$ cat src/hw/rtl/hnrg_pkg.sv
// ----------------------------------------------------------------------------
// hnrg_pkg
// Shared types, constants and helpers of the halo neighbor rank generator.
// ----------------------------------------------------------------------------
package hnrg_pkg;

  localparam int unsigned MAX_PARTS_PER_AXIS = 64;
  localparam int unsigned MAX_RANKS          = 4096;

  localparam int unsigned RANK_W   = 12;
  localparam int unsigned COORD_W  = 6;
  localparam int unsigned PARTS_W  = 7;
  localparam int unsigned PYZ_W    = 13;
  localparam int unsigned TOT_W    = 19;
  localparam int unsigned CODE_W   = 3;
  localparam int unsigned PER_W    = 3;
  localparam int unsigned CFG_IDX_W = 2;

  localparam int unsigned NUM_BLOCKS = 7;
  localparam int unsigned NUM_SLOTS  = 2 * NUM_BLOCKS;
  localparam int unsigned SLOT_W     = 4;

  // periodic mask bits
  localparam int unsigned PER_X = 0;
  localparam int unsigned PER_Y = 1;
  localparam int unsigned PER_Z = 2;

  // axis set bits of a block
  localparam int unsigned AX_Z = 0;
  localparam int unsigned AX_Y = 1;
  localparam int unsigned AX_X = 2;

  typedef enum logic [CFG_IDX_W-1:0] {
    REG_PARTS_X  = 2'd0,
    REG_PARTS_Y  = 2'd1,
    REG_PARTS_Z  = 2'd2,
    REG_PERIODIC = 2'd3
  } hnrg_reg_e;

  typedef struct packed {
    logic [PARTS_W-1:0] px;
    logic [PARTS_W-1:0] py;
    logic [PARTS_W-1:0] pz;
    logic [PYZ_W-1:0]   pyz;
    logic [TOT_W-1:0]   total;
    logic [PER_W-1:0]   periodic;
  } hnrg_geom_t;

  typedef struct packed {
    logic               err;
    logic [RANK_W-1:0]  rank;
    logic [COORD_W-1:0] cx;
    logic [COORD_W-1:0] cy;
    logic [COORD_W-1:0] cz;
  } hnrg_item_t;

  typedef struct packed {
    logic               present;
    logic               is_recv;
    logic [CODE_W-1:0]  block_code;
    logic [RANK_W-1:0]  partner_rank;
    logic [COORD_W-1:0] coord_x;
    logic [COORD_W-1:0] coord_y;
    logic [COORD_W-1:0] coord_z;
    logic               rank_error;
    logic               last;
  } hnrg_result_t;

  function automatic logic [PARTS_W-1:0] eff_parts(input logic [PARTS_W-1:0] raw);
    logic [PARTS_W-1:0] res;
    res = raw;
    if (raw == '0) begin
      res = PARTS_W'(1);
    end else if (raw > PARTS_W'(MAX_PARTS_PER_AXIS)) begin
      res = PARTS_W'(MAX_PARTS_PER_AXIS);
    end
    return res;
  endfunction

  // axis set per block code: bit0 z, bit1 y, bit2 x
  function automatic logic [2:0] block_axes(input logic [CODE_W-1:0] code);
    logic [2:0] ax;
    case (code)
      3'd0:    ax = 3'b001;
      3'd1:    ax = 3'b010;
      3'd2:    ax = 3'b100;
      3'd3:    ax = 3'b011;
      3'd4:    ax = 3'b101;
      3'd5:    ax = 3'b110;
      3'd6:    ax = 3'b111;
      default: ax = 3'b000;
    endcase
    return ax;
  endfunction

endpackage

$ cat src/hw/rtl/hnrg_cfg.sv
// ----------------------------------------------------------------------------
// hnrg_cfg
// Configuration registers and registered grid products.
// ----------------------------------------------------------------------------
module hnrg_cfg (
  input  logic                                 clk_i,
  input  logic                                 rst_ni,
  input  logic                                 cfg_we_i,
  input  logic [hnrg_pkg::CFG_IDX_W-1:0]       cfg_idx_i,
  input  logic [hnrg_pkg::PARTS_W-1:0]         cfg_wdata_i,
  output hnrg_pkg::hnrg_geom_t                 geom_o
);
  import hnrg_pkg::*;

  logic [PARTS_W-1:0] px_q, py_q, pz_q;
  logic [PER_W-1:0]   per_q;
  logic [PYZ_W-1:0]   pyz_q;
  logic [TOT_W-1:0]   tot_q;
  logic [2*PARTS_W-1:0]       pyz_full;
  logic [PARTS_W+PYZ_W-1:0]   tot_full;
  hnrg_reg_e          idx;

  assign idx      = hnrg_reg_e'(cfg_idx_i);
  assign pyz_full = py_q * pz_q;
  assign tot_full = px_q * pyz_q;

  always_ff @(posedge clk_i or negedge rst_ni) begin
    if (!rst_ni) begin
      px_q  <= PARTS_W'(1);
      py_q  <= PARTS_W'(1);
      pz_q  <= PARTS_W'(1);
      per_q <= '0;
      pyz_q <= PYZ_W'(1);
      tot_q <= TOT_W'(1);
    end else begin
      pyz_q <= pyz_full[PYZ_W-1:0];
      tot_q <= tot_full[TOT_W-1:0];
      if (cfg_we_i) begin
        case (idx)
          REG_PARTS_X:  px_q  <= eff_parts(cfg_wdata_i);
          REG_PARTS_Y:  py_q  <= eff_parts(cfg_wdata_i);
          REG_PARTS_Z:  pz_q  <= eff_parts(cfg_wdata_i);
          REG_PERIODIC: per_q <= cfg_wdata_i[PER_W-1:0];
          default: ;
        endcase
      end
    end
  end

  assign geom_o.px       = px_q;
  assign geom_o.py       = py_q;
  assign geom_o.pz       = pz_q;
  assign geom_o.pyz      = pyz_q;
  assign geom_o.total    = tot_q;
  assign geom_o.periodic = per_q;

endmodule

$ cat src/hw/rtl/hnrg_front.sv
// ----------------------------------------------------------------------------
// hnrg_front
// Accepts ranks, checks range and splits them into coordinates in a
// pipelined restoring divider, one quotient bit per stage.
// ----------------------------------------------------------------------------
module hnrg_front (
  input  logic                             clk_i,
  input  logic                             rst_ni,
  input  hnrg_pkg::hnrg_geom_t             geom_i,
  input  logic                             in_vld_i,
  input  logic [hnrg_pkg::RANK_W-1:0]      in_rank_i,
  output logic                             in_full_o,
  output logic                             q_wr_o,
  output hnrg_pkg::hnrg_item_t             q_item_o,
  input  logic                             q_full_i
);
  import hnrg_pkg::*;

  localparam int unsigned NUM_DIV = 2 * COORD_W;
  localparam int unsigned NSTG    = 3 + NUM_DIV;
  localparam int unsigned DIV_W   = PYZ_W + COORD_W - 1;

  typedef struct packed {
    logic               err;
    logic [RANK_W-1:0]  rank;
    logic [RANK_W-1:0]  rem;
    logic [COORD_W-1:0] qx;
    logic [COORD_W-1:0] qy;
  } stage_t;

  logic   vld_q [NSTG];
  stage_t stg_q [NSTG];
  stage_t stg_d [NSTG];
  logic   en;

  assign en        = !vld_q[NSTG-1] || !q_full_i;
  assign in_full_o = !en;
  assign q_wr_o    = vld_q[NSTG-1] && !q_full_i;

  always_comb begin
    logic [DIV_W-1:0] dv;
    int unsigned      bi;
    stg_d[0]      = stg_q[0];
    stg_d[0].rank = in_rank_i;
    stg_d[0].err  = 1'b0;
    stg_d[1]      = stg_q[0];
    stg_d[2]      = stg_q[1];
    stg_d[2].err  = (geom_i.total > TOT_W'(MAX_RANKS)) ||
                    (TOT_W'(stg_q[1].rank) >= geom_i.total);
    stg_d[2].rem  = stg_q[1].rank;
    stg_d[2].qx   = '0;
    stg_d[2].qy   = '0;
    for (int k = 0; k < NUM_DIV; k++) begin
      stg_d[3+k] = stg_q[2+k];
      if (k < COORD_W) begin
        bi = COORD_W - 1 - k;
        dv = DIV_W'(geom_i.pyz) << bi;
      end else begin
        bi = NUM_DIV - 1 - k;
        dv = DIV_W'(geom_i.pz) << bi;
      end
      if (DIV_W'(stg_q[2+k].rem) >= dv) begin
        stg_d[3+k].rem = stg_q[2+k].rem - dv[RANK_W-1:0];
        if (k < COORD_W) begin
          stg_d[3+k].qx[bi] = 1'b1;
        end else begin
          stg_d[3+k].qy[bi] = 1'b1;
        end
      end
    end
  end

  always_ff @(posedge clk_i or negedge rst_ni) begin
    if (!rst_ni) begin
      for (int s = 0; s < NSTG; s++) begin
        vld_q[s] <= 1'b0;
      end
    end else if (en) begin
      vld_q[0] <= in_vld_i;
      for (int s = 1; s < NSTG; s++) begin
        vld_q[s] <= vld_q[s-1];
      end
    end
  end

  always_ff @(posedge clk_i) begin
    if (en) begin
      for (int s = 0; s < NSTG; s++) begin
        stg_q[s] <= stg_d[s];
      end
    end
  end

  assign q_item_o.err  = stg_q[NSTG-1].err;
  assign q_item_o.rank = stg_q[NSTG-1].rank;
  assign q_item_o.cx   = stg_q[NSTG-1].qx;
  assign q_item_o.cy   = stg_q[NSTG-1].qy;
  assign q_item_o.cz   = stg_q[NSTG-1].rem[COORD_W-1:0];

endmodule

$ cat src/hw/rtl/hnrg_queue.sv
// ----------------------------------------------------------------------------
// hnrg_queue
// Short first-in first-out queue between the front and the back.
// ----------------------------------------------------------------------------
module hnrg_queue #(
  parameter int unsigned DEPTH = 2
) (
  input  logic                  clk_i,
  input  logic                  rst_ni,
  input  logic                  wr_en_i,
  input  hnrg_pkg::hnrg_item_t  wr_data_i,
  output logic                  full_o,
  input  logic                  rd_en_i,
  output hnrg_pkg::hnrg_item_t  rd_data_o,
  output logic                  empty_o
);
  import hnrg_pkg::*;

  localparam int unsigned PTR_W = (DEPTH > 1) ? $clog2(DEPTH) : 1;
  localparam int unsigned CNT_W = $clog2(DEPTH + 1);

  hnrg_item_t       mem_q [DEPTH];
  logic [PTR_W-1:0] wr_ptr_q, rd_ptr_q;
  logic [CNT_W-1:0] cnt_q;
  logic             wr, rd;

  assign full_o  = (cnt_q == CNT_W'(DEPTH));
  assign empty_o = (cnt_q == '0);
  assign wr      = wr_en_i && !full_o;
  assign rd      = rd_en_i && !empty_o;

  always_ff @(posedge clk_i) begin
    if (wr) begin
      mem_q[wr_ptr_q] <= wr_data_i;
    end
  end

  assign rd_data_o = mem_q[rd_ptr_q];

  always_ff @(posedge clk_i or negedge rst_ni) begin
    if (!rst_ni) begin
      wr_ptr_q <= '0;
      rd_ptr_q <= '0;
      cnt_q    <= '0;
    end else begin
      if (wr) begin
        wr_ptr_q <= (wr_ptr_q == PTR_W'(DEPTH - 1)) ? '0 : wr_ptr_q + PTR_W'(1);
      end
      if (rd) begin
        rd_ptr_q <= (rd_ptr_q == PTR_W'(DEPTH - 1)) ? '0 : rd_ptr_q + PTR_W'(1);
      end
      if (wr && !rd) begin
        cnt_q <= cnt_q + CNT_W'(1);
      end else if (rd && !wr) begin
        cnt_q <= cnt_q - CNT_W'(1);
      end
    end
  end

endmodule

$ cat src/hw/rtl/hnrg_back.sv
// ----------------------------------------------------------------------------
// hnrg_back
// Walks the send and receive neighbor slots of one rank and emits partners
// through an output register, or one result for an out-of-range or isolated rank.
// ----------------------------------------------------------------------------
module hnrg_back (
  input  logic                  clk_i,
  input  logic                  rst_ni,
  input  hnrg_pkg::hnrg_geom_t  geom_i,
  input  logic                  q_empty_i,
  input  hnrg_pkg::hnrg_item_t  q_item_i,
  output logic                  q_pop_o,
  input  logic                  pop_i,
  output logic                  empty_o,
  output hnrg_pkg::hnrg_result_t res_o
);
  import hnrg_pkg::*;

  localparam logic [CODE_W-1:0] BLK_LAST = CODE_W'(NUM_BLOCKS - 1);

  logic                 busy_q;
  logic                 special_q;
  logic [NUM_SLOTS-1:0] mask_q;
  logic                 side_q;
  logic [CODE_W-1:0]    blk_q;
  hnrg_item_t           item_q;
  logic [RANK_W-1:0]    dlo_q [3];
  logic [RANK_W-1:0]    dhi_q [3];
  logic                 out_vld_q;
  hnrg_result_t         res_q;

  // load-side decode
  logic                 lo_x, lo_y, lo_z, hi_x, hi_y, hi_z;
  logic [2:0]           ok_lo, ok_hi;
  logic [NUM_SLOTS-1:0] mask_d;
  logic [RANK_W-1:0]    dlo_d [3];
  logic [RANK_W-1:0]    dhi_d [3];
  logic [RANK_W-1:0]    pz_w, pyz_w, tot_w, span_y, span_x;

  // walk-side decode
  logic                 can_emit;
  logic                 emit;
  logic [SLOT_W-1:0]    idx;
  logic [NUM_SLOTS-1:0] rest;
  logic                 cur;
  logic [2:0]           ax;
  logic [RANK_W-1:0]    partner;
  logic [RANK_W-1:0]    dsel [3];

  assign q_pop_o = !busy_q && !q_empty_i;

  always_comb begin
    lo_x = (q_item_i.cx == '0);
    lo_y = (q_item_i.cy == '0);
    lo_z = (q_item_i.cz == '0);
    hi_x = ({1'b0, q_item_i.cx} == geom_i.px - PARTS_W'(1));
    hi_y = ({1'b0, q_item_i.cy} == geom_i.py - PARTS_W'(1));
    hi_z = ({1'b0, q_item_i.cz} == geom_i.pz - PARTS_W'(1));
    ok_lo[AX_Z] = geom_i.periodic[PER_Z] || !lo_z;
    ok_lo[AX_Y] = geom_i.periodic[PER_Y] || !lo_y;
    ok_lo[AX_X] = geom_i.periodic[PER_X] || !lo_x;
    ok_hi[AX_Z] = geom_i.periodic[PER_Z] || !hi_z;
    ok_hi[AX_Y] = geom_i.periodic[PER_Y] || !hi_y;
    ok_hi[AX_X] = geom_i.periodic[PER_X] || !hi_x;
    for (int b = 0; b < NUM_BLOCKS; b++) begin
      mask_d[b]            = ((block_axes(CODE_W'(b)) & ok_lo) == block_axes(CODE_W'(b)));
      mask_d[NUM_BLOCKS+b] = ((block_axes(CODE_W'(b)) & ok_hi) == block_axes(CODE_W'(b)));
    end
    pz_w   = RANK_W'(geom_i.pz);
    pyz_w  = geom_i.pyz[RANK_W-1:0];
    tot_w  = geom_i.total[RANK_W-1:0];
    span_y = pyz_w - pz_w;
    span_x = tot_w - pyz_w;
    dlo_d[AX_Z] = lo_z ? pz_w - RANK_W'(1) : RANK_W'(0) - RANK_W'(1);
    dhi_d[AX_Z] = hi_z ? RANK_W'(1) - pz_w : RANK_W'(1);
    dlo_d[AX_Y] = lo_y ? span_y : RANK_W'(0) - pz_w;
    dhi_d[AX_Y] = hi_y ? RANK_W'(0) - span_y : pz_w;
    dlo_d[AX_X] = lo_x ? span_x : RANK_W'(0) - pyz_w;
    dhi_d[AX_X] = hi_x ? RANK_W'(0) - span_x : pyz_w;
  end

  always_comb begin
    can_emit = !out_vld_q || pop_i;
    idx      = side_q ? SLOT_W'(blk_q) + SLOT_W'(NUM_BLOCKS) : SLOT_W'(blk_q);
    cur      = mask_q[idx];
    emit     = busy_q && can_emit && (special_q || cur);
    rest     = mask_q & ~(NUM_SLOTS'(1) << idx);
    ax       = block_axes(blk_q);
    for (int a = 0; a < 3; a++) begin
      dsel[a] = side_q ? dhi_q[a] : dlo_q[a];
    end
    partner = item_q.rank
            + (ax[AX_Z] ? dsel[AX_Z] : '0)
            + (ax[AX_Y] ? dsel[AX_Y] : '0)
            + (ax[AX_X] ? dsel[AX_X] : '0);
  end

  always_ff @(posedge clk_i or negedge rst_ni) begin
    if (!rst_ni) begin
      busy_q    <= 1'b0;
      out_vld_q <= 1'b0;
      special_q <= 1'b0;
      mask_q    <= '0;
      side_q    <= 1'b0;
      blk_q     <= '0;
    end else begin
      if (pop_i && !emit) begin
        out_vld_q <= 1'b0;
      end
      if (q_pop_o) begin
        busy_q    <= 1'b1;
        special_q <= q_item_i.err || (mask_d == '0);
        mask_q    <= mask_d;
        side_q    <= 1'b0;
        blk_q     <= '0;
      end else if (busy_q) begin
        if (special_q) begin
          if (can_emit) begin
            out_vld_q <= 1'b1;
            busy_q    <= 1'b0;
          end
        end else if (!cur || can_emit) begin
          if (cur) begin
            out_vld_q <= 1'b1;
            mask_q    <= rest;
          end
          if (cur && (rest == '0)) begin
            busy_q <= 1'b0;
          end else if (blk_q == BLK_LAST) begin
            blk_q  <= '0;
            side_q <= 1'b1;
          end else begin
            blk_q <= blk_q + CODE_W'(1);
          end
        end
      end
    end
  end

  always_ff @(posedge clk_i) begin
    if (q_pop_o) begin
      item_q <= q_item_i;
      for (int a = 0; a < 3; a++) begin
        dlo_q[a] <= dlo_d[a];
        dhi_q[a] <= dhi_d[a];
      end
    end
    if (emit) begin
      res_q.present      <= !special_q;
      res_q.is_recv      <= special_q ? 1'b0 : side_q;
      res_q.block_code   <= special_q ? '0 : blk_q;
      res_q.partner_rank <= special_q ? '0 : partner;
      res_q.coord_x      <= item_q.err ? '0 : item_q.cx;
      res_q.coord_y      <= item_q.err ? '0 : item_q.cy;
      res_q.coord_z      <= item_q.err ? '0 : item_q.cz;
      res_q.rank_error   <= item_q.err;
      res_q.last         <= special_q || (rest == '0);
    end
  end

  assign empty_o = !out_vld_q;
  assign res_o   = res_q;

endmodule

$ cat src/hw/rtl/halo_neighbor_rank_generator_top.sv
// ----------------------------------------------------------------------------
// halo_neighbor_rank_generator_top
// Splits a rank into 3D grid coordinates and lists its lower (send) and
// upper (receive) neighbor ranks.
//
//   channel  | direction | handshake           | payload
//   ---------+-----------+---------------------+------------------------------
//   input    | in        | push / full         | rank_in_i
//   result   | out       | empty / pop         | present_o .. last_o
//   config   | in        | cfg_we_i            | cfg_idx_i, cfg_wdata_i
//
// The front takes one rank transaction per cycle while full is low; it reaches
// the queue through the input registers, the range check and the divider stages.
// The back loads a rank and then walks its neighbor slots, up to fourteen, in
// order, and loads no new rank until the walk is done.
// After a configuration write the registered py*pz product settles, then the total.
// Reset gives a 1x1x1 grid with no periodic axis and empties every stage.
// A stalled result holds the back; the queue and the front then fill and
// raise full.
// ----------------------------------------------------------------------------
module halo_neighbor_rank_generator_top #(
  parameter int unsigned QUEUE_DEPTH = 2
) (
  input  logic                              clk_i,
  input  logic                              rst_ni,
  input  logic                              push,
  output logic                              full,
  input  logic [hnrg_pkg::RANK_W-1:0]       rank_in_i,
  output logic                              empty,
  input  logic                              pop,
  output logic                              present_o,
  output logic                              is_recv_o,
  output logic [hnrg_pkg::CODE_W-1:0]       block_code_o,
  output logic [hnrg_pkg::RANK_W-1:0]       partner_rank_o,
  output logic [hnrg_pkg::COORD_W-1:0]      coord_x_o,
  output logic [hnrg_pkg::COORD_W-1:0]      coord_y_o,
  output logic [hnrg_pkg::COORD_W-1:0]      coord_z_o,
  output logic                              rank_error_o,
  output logic                              last_o,
  input  logic                              cfg_we_i,
  input  logic [hnrg_pkg::CFG_IDX_W-1:0]    cfg_idx_i,
  input  logic [hnrg_pkg::PARTS_W-1:0]      cfg_wdata_i
);
  import hnrg_pkg::*;

  hnrg_geom_t   geom;
  logic         q_wr, q_full, q_empty, q_pop;
  hnrg_item_t   f_item, q_item;
  hnrg_result_t res;

  hnrg_cfg u_cfg (
    .clk_i       (clk_i),
    .rst_ni      (rst_ni),
    .cfg_we_i    (cfg_we_i),
    .cfg_idx_i   (cfg_idx_i),
    .cfg_wdata_i (cfg_wdata_i),
    .geom_o      (geom)
  );

  hnrg_front u_front (
    .clk_i     (clk_i),
    .rst_ni    (rst_ni),
    .geom_i    (geom),
    .in_vld_i  (push),
    .in_rank_i (rank_in_i),
    .in_full_o (full),
    .q_wr_o    (q_wr),
    .q_item_o  (f_item),
    .q_full_i  (q_full)
  );

  hnrg_queue #(
    .DEPTH (QUEUE_DEPTH)
  ) u_queue (
    .clk_i     (clk_i),
    .rst_ni    (rst_ni),
    .wr_en_i   (q_wr),
    .wr_data_i (f_item),
    .full_o    (q_full),
    .rd_en_i   (q_pop),
    .rd_data_o (q_item),
    .empty_o   (q_empty)
  );

  hnrg_back u_back (
    .clk_i     (clk_i),
    .rst_ni    (rst_ni),
    .geom_i    (geom),
    .q_empty_i (q_empty),
    .q_item_i  (q_item),
    .q_pop_o   (q_pop),
    .pop_i     (pop),
    .empty_o   (empty),
    .res_o     (res)
  );

  assign present_o      = res.present;
  assign is_recv_o      = res.is_recv;
  assign block_code_o   = res.block_code;
  assign partner_rank_o = res.partner_rank;
  assign coord_x_o      = res.coord_x;
  assign coord_y_o      = res.coord_y;
  assign coord_z_o      = res.coord_z;
  assign rank_error_o   = res.rank_error;
  assign last_o         = res.last;

endmodule

$ cat config.mk
export PLATFORM = sky130hd
export DESIGN_NAME = halo_neighbor_rank_generator_top
export DESIGN_NICKNAME = d
export VERILOG_FILES = /design/src/hw/rtl/hnrg_pkg.sv /design/src/hw/rtl/hnrg_cfg.sv /design/src/hw/rtl/hnrg_front.sv /design/src/hw/rtl/hnrg_queue.sv /design/src/hw/rtl/hnrg_back.sv /design/src/hw/rtl/halo_neighbor_rank_generator_top.sv
export SDC_FILE = /design/constraint.sdc
export NUM_CORES = 2
export LEC_CHECK = 0
export ABC_CLOCK_PERIOD_IN_PS = 12700
export BUFFER_PORTS_ARGS = -buffer_cell sky130_fd_sc_hd__buf_2
export CAP_MARGIN = 10
export CORE_ASPECT_RATIO = 0.8
export CORE_MARGIN = 5
export CORE_UTILIZATION = 45
export DETAILED_ROUTE_END_ITERATION = 8
export PLACE_DENSITY = 0.64
export SYNTH_ARGS = -nofsm -noshare
export SYNTH_HDL_FRONTEND = slang
export SYNTH_SLANG_ARGS = --single-unit
$ cat constraint.sdc
create_clock -name clk_i -period 12.7 [get_ports clk_i]
set_input_delay 2.54 -clock clk_i [delete_from_list [all_inputs] [get_ports clk_i]]
set_output_delay 2.54 -clock clk_i [all_outputs]
set_load 0.02 [all_outputs]
==> run metrics <==
status=completed; syn nets=3,275; fraction of the cycle the final worst path needs=0.497; reg2reg path depth=21; clock skew=32.1 ps; Worst setup EP type=register; Distinct cells, synth=84; synthesized instance count=2,917; Buffers on Ports=64; worst r2r src=u_back.blk_q[0]; cell taking the most area after synthesis=edfxtp_1; CTS sink cnt=684; share of cells above drive strength 1=0.101; Core Rows=93; die span in y=264 um; GRT Util Overall=0.181; H-tree depth=3; ANT nets after route=0; RSZ-0062 raised after global routing=no; WL final=77,900 um; min-delay src=u_front.stg_q[1][154]; Filler cells=6,801; part of the Yosys area used for sequential elements=0.554; Max Fclk=158 MHz; Setup TNS=0 ps; final RePlAce weighted congestion=0.879; Post-synth ARST share=0.140; Post-DP Area=37,600 sq um; Syn-to-layout area delta=10.5%; WHS Path Cells=0; GRT overflow=0; Cell Area, Synth=36,200 sq um; Final Util=0.499; die area=86,300 sq um; nets=3,342; HP Class=register to register; Max-Slew Margin vs Limit=0.224; Most used DFF post-synth=edfxtp_1; DRC=0; TritonRoute pass-1 iters=5; number of global-route vias before repair=23,100; pwr dens=280 nW/um^2; CP startpoint kind=register; width of the die=327 um; Post-CTS Setup Repair Bufs=0; Post-CTS Hold Buffers=0; Antenna diodes=0; placed cells=3,955; YS warnings=0; post-cts sizing count=0; initial DRC count=1,356; Post-synth EDFFs=588; Crit Path Category=register to register; Clock transition at path regs=70 ps; leak pwr=16.4 nW; Via Count=22,000; vias per cell=5.39; initial antenna violation count=1; CTS tree=yes; CP Data Required Time=13,040 ps; final hold vios=0; CP arrival=6660 ps; FF-to-FF End=u_back.res_o[30]; IO Pins=65; Tightest Pin Transition=1160 ps; cts bufs inserted=71; main area contributors after synthesis=edfxtp_1 (49%), ha_1 (7.6%), dfrtp_1 (6.3%); Detail Placement HPWL=54,500 um; Worst-Skew Late Latency=640 ps; worst hold endpoint=u_front.stg_q[1][191]; fin area=40,000 sq um; Peak VDD IR=249 uV; area of the core=80,200 sq um; Cell Count, Final, Fillers Out=4,086; WL per Instance=19.1 um; Final Max Tran Viols=0; pre-CTS WS=6470 ps; Post-Syn Area per Cell=12.4 sq um; reg-to-reg slack, setup=6390 ps; largest net degree at the start of global routing=165; Max FO, Critical Path=29; register bit total from synthesis=684; PnR worst setup slack=6390 ps; Root Driver=clkbuf_16; CTS Buffer Depth=3; final setup violating endpoints=0; max cap viols=0; Initial Util=0.452; first-pass GRT wire length=125,000 um; crit path time final=6310 ps; Synth top area share=0.488
-- cells by family after synthesis --
kind of cell,synth area share
flip-flops,0.554
buffers and inverters,0.0388
AND/OR/NAND/NOR,0.104
AO/OA/AOI/OAI,0.0735
adder cells (fa/ha/maj),0.138
XOR/XNOR,0.0459
multiplexers,0.0458
-- how the worst max path moves through the flow --
stage,start,to,slack [ps],depth (start not counted)
after floorplan,u_queue.cnt_q[0],u_front.stg_q[0][100],330,2
after global placement,u_back.blk_q[0],u_back.res_o[30],6660,21
after detailed placement,u_back.blk_q[0],u_back.res_o[30],6470,21
after CTS,u_back.blk_q[0],u_back.res_o[30],6460,21
after global routing,u_back.blk_q[0],u_back.res_o[30],5940,21
final,u_back.blk_q[0],u_back.res_o[30],6390,21
-- cells in the final DEF (no fill, tap or decap), types with 71 or more instances in the layout --
cell type,Yosys,final
a21oi_1,117,117
and2_1,71,71
clkbuf_16,0,73
dfrtp_1,91,90
edfxtp_1,588,588
fa_1,112,112
ha_1,220,220
inv_1,261,260
mux2_2,73,73
mux2i_1,80,80
nand2_1,235,235
nor2_1,186,184
o21ai_0,140,140
xnor2_1,127,127
-- registers in the layout, summed over array words and instances (netlist names), 2 cells and up --
signal and flops:
u_back.mask_q 14, u_back.blk_q 3, u_back.item_q 31, u_queue.mem_q 62, u_cfg.pz_q 7, u_front.vld_q 15
u_cfg.py_q 7, u_cfg.px_q 7, u_queue.cnt_q 2, u_cfg.tot_q 19, u_back.dhi_q 32, u_cfg.pyz_q 13
u_cfg.per_q 3, u_front.stg_q 394, u_back.dlo_q 32, u_back.res_o 37
-- per-layer routing --
layer  GRT usage  up-vias  part of all wire
li1            -    10400                 -
met4      0.0496        0             0.024
met5           0        -                 0
met1       0.252    10900              0.45
met2       0.296      554              0.47
met3      0.0305      130             0.052
-- Yosys cell counts, drive strengths merged (6+ instances only) --
library cell	instances
clkinv	6
a21oi	118
buf	32
or2	9
clkbuf	57
a211oi	7
mux2	73
nand3	30
and2	71
nor2b	60
nand2b	38
ha	220
inv	264
xnor2	128
o31ai	19
edfxtp	588
nand3b	10
or3	11
xor2	61
a21boi	11
o21a	10
mux2i	81
nor4	19
o21ai	145
nor3	43
a31oi	9
nor2	187
a21o	51
or4	9
nand4	27
o21bai	10
dfrtp	91
fa	112
nand2	235
-- where the power goes --
group / internal [mW] / switching (mW) / leakage (nW) / total (mW)
Sequential: 3.82 / 0.518 / 7.04 / 4.33
Combinational: 1.96 / 2.78 / 8.15 / 4.74
Clock: 1.26 / 0.878 / 1.18 / 2.14
Total: 7.03 / 4.18 / 16.4 / 11.2
-- worst max-delay path, stage by stage, from the launching register on --
cell and delay [ps]:
dfrtp_1 1070, inv_1 360, ha_1 440, nand2b_1 250
a21oi_1 190, a21oi_1 80, nor2_1 480, nor2_1 160
fa_1 530, inv_1 50, fa_1 560, inv_1 60
ha_1 280, a21o_1 170, a21oi_1 230, o21bai_1 90
a21oi_1 230, o21ai_0 200, a21o_1 220, a21oi_1 180
xor2_1 160, nor2_1 50
-- final cells by class --
class / count / area, sq um / area share
inverters: 270 / 1020 / 0.0254
clock buffers: 84 / 1890 / 0.0472
flip-flops and latches: 684 / 20100 / 0.501
repair buffers: 83 / 478 / 0.0119
multi-input cells: 1874 / 14800 / 0.369
well taps: 1045 / 1310 / 0.0327
clock inverters: 46 / 522 / 0.0130
-- metrics by stage --
stage	total power, mW	hold WS [ps]
3_5_place_dp	9.07	405
4_1_cts	11.3	405
6_report	11.2	404
3_3_place_gp	8.86	401
2_1_floorplan	7.98	400
5_1_grt	12.1	415
Power figures use the tool's default switching activity.
